===== src/design/rfoa_pkg.sv =====
// Shared types, constants and tables for the rotor Fourier operator block.
package rfoa_pkg;

	localparam int VECTOR_DEPTH = 4096;
	localparam int ADDR_W       = $clog2(VECTOR_DEPTH);
	localparam int MAX_ROTORS   = 8;
	localparam int PAIRS        = MAX_ROTORS * (MAX_ROTORS - 1) / 2;
	localparam int PAIR_W       = $clog2(PAIRS);
	localparam int ROT_W        = $clog2(MAX_ROTORS);
	localparam int PLACE_W      = ADDR_W + 1;
	localparam int PIDX_W       = $clog2(MAX_ROTORS + 1);
	localparam int DIST_W       = 9;
	localparam int CFG_IDX_W    = 3;
	localparam int CFG_DATA_W   = 32;

	localparam logic [PLACE_W-1:0] PLACE_SAT  = '1;
	localparam logic [PLACE_W-1:0] PLACE_GRID = PLACE_W'(VECTOR_DEPTH);

	// configuration register indexes
	localparam logic [CFG_IDX_W-1:0] REG_ROTORS = 3'd0;
	localparam logic [CFG_IDX_W-1:0] REG_CUTOFF = 3'd1;
	localparam logic [CFG_IDX_W-1:0] REG_EDGES  = 3'd2;
	localparam logic [CFG_IDX_W-1:0] REG_DIAG   = 3'd3;
	localparam logic [CFG_IDX_W-1:0] REG_CROSS  = 3'd4;

	localparam logic ACT_WRITE = 1'b0;
	localparam logic ACT_READ  = 1'b1;

	localparam logic [1:0] STAT_OK    = 2'd0;
	localparam logic [1:0] STAT_RANGE = 2'd1;
	localparam logic [1:0] STAT_GRID  = 2'd2;

	// edge mask bit -> rotor pair (j, k), j < k
	localparam logic [ROT_W-1:0] PAIR_J [PAIRS] = '{
		3'd0, 3'd0, 3'd0, 3'd0, 3'd0, 3'd0, 3'd0,
		3'd1, 3'd1, 3'd1, 3'd1, 3'd1, 3'd1,
		3'd2, 3'd2, 3'd2, 3'd2, 3'd2,
		3'd3, 3'd3, 3'd3, 3'd3,
		3'd4, 3'd4, 3'd4,
		3'd5, 3'd5,
		3'd6};
	localparam logic [ROT_W-1:0] PAIR_K [PAIRS] = '{
		3'd1, 3'd2, 3'd3, 3'd4, 3'd5, 3'd6, 3'd7,
		3'd2, 3'd3, 3'd4, 3'd5, 3'd6, 3'd7,
		3'd3, 3'd4, 3'd5, 3'd6, 3'd7,
		3'd4, 3'd5, 3'd6, 3'd7,
		3'd5, 3'd6, 3'd7,
		3'd6, 3'd7,
		3'd7};

	typedef enum logic [2:0] {
		S_IDLE, S_PLACE, S_CHECK, S_DIGIT, S_DIAG, S_EDGE, S_DRAIN, S_DONE
	} state_t;

	// one store fetch handed to the multiply-accumulate pipe
	typedef struct packed {
		logic valid;
		logic diag;
	} fetch_t;

endpackage


===== src/design/rfoa_mac.sv =====
// Shared multiply, round and accumulate pipe for store fetches.
module rfoa_mac import rfoa_pkg::*; (
	input  logic                clk,
	input  logic                arst_n,
	input  logic                clr,
	input  fetch_t              issue,
	input  logic signed [31:0]  rd_data,
	input  logic signed [31:0]  diag_coeff,
	input  logic signed [31:0]  cross_coeff,
	input  logic [DIST_W-1:0]   sq_dist,
	output logic signed [63:0]  acc,
	output logic                busy
);
	fetch_t             tag_s1, tag_s2, tag_s3;
	logic signed [63:0] prod_s2;
	logic signed [47:0] rnd_s3;
	logic signed [63:0] acc_q;
	logic signed [31:0] coef;
	logic signed [63:0] biased;
	logic signed [57:0] scaled;

	assign coef   = tag_s1.diag ? diag_coeff : cross_coeff;
	assign biased = prod_s2 + 64'sd32768;
	assign scaled = rnd_s3 * $signed({1'b0, sq_dist});

	always_ff @(posedge clk or negedge arst_n) begin
		if (!arst_n) begin
			tag_s1 <= '0;
			tag_s2 <= '0;
			tag_s3 <= '0;
			acc_q  <= '0;
		end else begin
			tag_s1 <= issue;
			tag_s2 <= tag_s1;
			tag_s3 <= tag_s2;
			if (clr) begin
				acc_q <= '0;
			end else if (tag_s3.valid) begin
				acc_q <= acc_q + (tag_s3.diag ? 64'(scaled) : 64'(rnd_s3));
			end
		end
	end

	always_ff @(posedge clk) begin
		prod_s2 <= rd_data * coef;
		rnd_s3  <= biased[63:16];
	end

	assign acc  = acc_q;
	assign busy = tag_s1.valid | tag_s2.valid | tag_s3.valid;
endmodule


===== config.mk =====
export PLATFORM = sky130hd
export DESIGN_NAME = rfoa_mac
export DESIGN_NICKNAME = d
export VERILOG_FILES = /design/src/design/rfoa_pkg.sv /design/src/design/rfoa_mac.sv
export SDC_FILE = /design/constraint.sdc
export NUM_CORES = 2
export LEC_CHECK = 0
export BUFFER_PORTS_ARGS = -buffer_cell sky130_fd_sc_hd__buf_4
export CAP_MARGIN = 10
export CORE_ASPECT_RATIO = 0.6
export CORE_MARGIN = 5
export CORE_UTILIZATION = 55
export DETAILED_ROUTE_END_ITERATION = 8
export PLACE_DENSITY = 0.72
export SLEW_MARGIN = 20
export SYNTH_ARGS = -nofsm -noshare
export SYNTH_HDL_FRONTEND = slang
export SYNTH_SLANG_ARGS = --single-unit

===== constraint.sdc =====
create_clock -name clk -period 10.35 [get_ports clk]
set_input_delay 1.035 -clock clk [delete_from_list [all_inputs] [get_ports clk]]
set_output_delay 1.035 -clock clk [all_outputs]
set_load 0.02 [all_outputs]

== Word-level counts from Yosys, hierarchy flattened ==
Index checks and enable logic that the tools add are counted.
Word-level totals
  word-level logic and storage cells: 20
  register bits: 182
  output and inout bits: 65
  bits of input ports: 110
Operators by class
  mux-type cells: 4
  bitwise operators: 2
  add/subtract/negate cells: 2
  $mul: 2
  reductions and logical operators: 1
Operator list (number)
  64-bit 2-to-1 mux: 3
  64-bit by 17-bit adder with 64-bit output (second input constant): 1
  64-bit adder: 1
  32-bit by 32-bit multiplier with 64-bit output: 1
  48-bit by 10-bit multiplier with 58-bit output: 1
  32-bit 2-to-1 mux: 1
  1-bit OR: 2
  2-bit nonzero test: 1

== Logic depth before layout (Yosys ltp) ==
  word-level depth: 5
  gate-level depth with buffers: 36
  mapped depth without buffers: 33

== Least setup slack after synthesis ==
No wires, ideal clock.
  path kind: in2reg
  from: input sq_dist[1]
  to: register acc_q[63], in the netlist acc[63]
  stages on the path: 33
  path buffers: 3
  data required time: 10.222 ns
  setup time: 0.128 ns
  data arrival time: 8.742 ns
  setup slack: 1.481 ns
  path through: clkbuf_1 -> clkbuf_1 -> nand2_1 -> fa_1 -> inv_1 -> fa_1 -> fa_1 -> fa_1 -> inv_1 -> fa_1 -> inv_1 -> ha_1 -> clkbuf_1 -> a21o_1 -> a21oi_1 -> o221ai_1 -> nor3_1 -> a21oi_1 -> a211oi_1 -> o21ai_0 -> xor2_1 -> mux2_2 -> ha_1 -> a21oi_1 -> o21ai_0 -> a221oi_1 -> o21ai_0 -> a31o_2 -> a41oi_2 -> o2111ai_1 -> a21bo_1 -> mux2i_1 -> mux2_1
On the way
  longest elaborated chain between the ends: 5
RTL lines
  start, declared: line rfoa_mac.sv:10  | input logic [DIST_W-1:0] sq_dist,
  48-bit by 10-bit multiplier with 58-bit output: line rfoa_mac.sv:24  | assign scaled = rnd_s3 * $signed({1'b0, sq_dist});
  64-bit 2-to-1 mux: line rfoa_mac.sv:39  | acc_q <= acc_q + (tag_s3.diag ? 64'(scaled) : 64'(rnd_s3));
  64-bit adder: line rfoa_mac.sv:39
  64-bit 2-to-1 mux: line rfoa_mac.sv:38  | end else if (tag_s3.valid) begin
  64-bit 2-to-1 mux: line rfoa_mac.sv:36  | if (clr) begin
  end signal, assigned: line rfoa_mac.sv:39
  end, declared: line rfoa_mac.sv:17  | logic signed [63:0] acc_q;
No other way between the ends. The select of a mux whose other input is x is not followed.
A chain may end at the register's enable or synchronous reset.

== Final worst setup path ==
  from: input sq_dist[5]
  to: register acc_q[42], in the netlist acc[42]
The elaborated chain is that of the path after synthesis.

==> results.md <==
* Finished Layout Cells at 8193
* Met1 layer usage reported by global route at 45.2%
* RSZ-0062 raised after global routing: no
* Clock Sink Count at 167
* Port Buffer Count at 174
* Die Area at 117000 um2
* Yosys cell types at 99
* CP Launch Type: input port
* Worst path most repeated cell: fa_1
* Met2 Usage GRT at 43.8%
* Crit Path Class: in -> reg
* Worst EP required at 10.67 ns
* Cells after synthesis at 6783
* Via density per instance at 5.64
* Slowest cell on crit path: a2111oi_4
* Hpwl dp at 137 mm
* WL final at 171 mm
* Placed inst area at 63000 um2
* EDFF count, synth at 0
* CP Capture Type: flip-flop
* CP max stage delay at 0.68 ns
* Final period util at 95.0%
* Post-synth top cells: 1512 x inv_1, 1428 x fa_1, 1080 x nand2_1, 368 x ha_1, 342 x and2_1
* GRT met3 Usage at 9.18%
* Seq cells post-synth at 167
* Max FO, Critical Path at 48
* Syn-to-layout area delta at 4.92%
* Die H at 267 um
* Vias in the first global route at 48800
* Cell area after layout at 63600 um2
* CTS tree: built
* Status: completed
* Max clock buf depth at 2
* Drt wl/cell at 20.9 um
* Ratio of cells with drive above 1 in the final layout at 6.03%
* Max-cap violation count at 0
* Starting density of the core at 55.4%
* Fin. max-slew vios at 0
* Tot GR Track Use at 30.2%
* Post-Syn Nets at 8689
* Most frequent cell after synthesis: inv_1
* Core Area at 109000 um2
* Row count at 94
* Post-placement cell count at 8158
* FMAX at 102 MHz
* Yosys top cell by area: fa_1
* Hold Buf Count CTS at 0
* Via count at 46200
* Ys async rst share at 41.9%
* Hold Vio Cnt, Final at 0
* Top FF cell, synth: dfxtp_1
* Post-route DRC violation count at 0
* Worst relative slew slack at 22.6%
* Clk slew on worst S/H paths at 0.08 ns
* First-pass GRT wire length at 277 mm
* Post-synthesis cell area at 60600 um2
* Busiest grt layer: met1
* Fillcell total at 9561
* Routability Congestion at 0.980
* # Post-CTS Setup Buffers at 0
* Initial antenna violation count at 4
* CP arrival at 10.15 ns
* Width of the die at 439 um
* Ys Warns at 0
* Final ANT Viol Nets at 0
* Final clock skew at 0.0172 ns
* Final #Nets at 8595
* Area contributors post-synth: fa_1 47%, inv_1 9.4%, ha_1 7.6%
* Largest net degree at the start of global routing at 59
* Hold WC Path Type: reg -> reg
* TritonCTS Buffers at 17
* Root Buffer: clkbuf_16
* Final setup viols at 0
* Avg Inst Size Synth at 8.94 um2
* Register area share after synthesis at 6.09%
* Worst Tran Pin Value at 1.15 ns
* Tightest hold margin at 0.350 ns
* Total I/O pin count at 175
* Post-synth top area share at 47.2%
* H-tree levels at 4
* Clk_lat worst skew at 0.47 ns
* Post-cts sizing count at 0
* Router iterations before antenna repair at 8
* Initial DRC count at 4046
* Total negative setup slack at 0 ns
* Overflow after GRT at 0
* Post-layout min period at 9.84 ns
==> final timing paths <==
path	start	endpoint	slack (ns)	cells past startpoint
max	sq_dist[5]	acc[42]	0.51	31
min reg2reg	tag_s2[0]	tag_s3[0]	0.35	0
max reg2reg	tag_s1[0]	prod_s2[63]	0.80	28
min in group asynchronous	arst_n	acc[1]	0.39	1
max in group asynchronous	arst_n	tag_s3[0]	8.82	2
min	tag_s2[0]	tag_s3[0]	0.35	0
==> worst max-delay path, delay by kind of cell <==
kind                       cells  cell delay, ns
AOI/OAI and AO/OA             16            4.57
adders and majority gates      7            3.24
buffers and inverters          4            0.64
and+or+nand+nor                3            0.44
xor gates and xnor gates       1            0.18
==> stage by stage <==
| stage | setup WS, ns | utilization (%) |
|---|---|---|
| 4_1_cts | 0.938 | 58.1 |
| 6_report | 0.514 | 58.1 |
| 3_3_place_gp | 0.506 | 57.5 |
| 2_1_floorplan | 1.48 | - |
| 3_5_place_dp | 0.486 | 57.5 |
| 5_1_grt | 0.289 | 58.1 |
==> sequential cells by signal, summed over array words and instances, names as in the netlist <==
register and count:
rnd_s3 48, tag_s3 2, tag_s1 2, prod_s2 49, tag_s2 2, acc 64
==> placed cells by master, fill, tap and decap left out, types with 9 or more instances in the layout <==
cell	count
nand2_1	1080
o21a_1	21
clkbuf_16	17
and2_1	342
a31oi_1	16
nor3_1	28
o211ai_1	9
mux2i_1	42
o21bai_1	35
o21ai_0	106
dfxtp_1	97
or2_2	24
or3_1	10
and4_1	13
ha_1	368
fa_1	1428
nand2b_1	23
a21oi_1	181
and3_1	18
buf_4	236
dfrtp_1	67
a21o_1	111
nand4_1	43
nor2_1	170
o21ai_1	9
nand3_1	56
nor2b_1	170
xnor2_1	138
xor2_1	64
mux2_2	59
o31ai_1	15
inv_1	1512
a211oi_1	23
==> cells by family after synthesis <==
kind of cell | after synthesis | share of synthesized area (%)
AOI/OAI and AO/OA | 637 | 7.18
xor gates and xnor gates | 202 | 2.92
adders and majority gates | 1796 | 54.8
buffers and inverters | 1862 | 11.6
DFF | 167 | 6.09
muxes | 111 | 1.97
and+or+nand+nor | 2008 | 15.5
==> final cells by class <==
type / count / area (um2) / share of cell area, %
antenna: 3 / 7.51 / 0.0118
clock buffer: 18 / 439 / 0.691
clock inverter: 14 / 150 / 0.236
inverter: 1513 / 5680 / 8.93
multi-input combinational: 4754 / 50000 / 78.6
sequential: 167 / 3700 / 5.81
tap: 1488 / 1860 / 2.93
timing repair buffer: 236 / 1770 / 2.79
==> routing by layer <==
| metal | vias up | routed length (um) |
|---|---|---|
| li1 | 20000 | - |
| met4 | 4 | 3590 |
| met3 | 288 | 20700 |
| met5 | - | 124 |
| met1 | 23500 | 75300 |
| met2 | 2403 | 71500 |
Power is left out: the tool's default activity adds up to more than one toggle a clock period on the data nets, which glitch-free logic cannot reach.
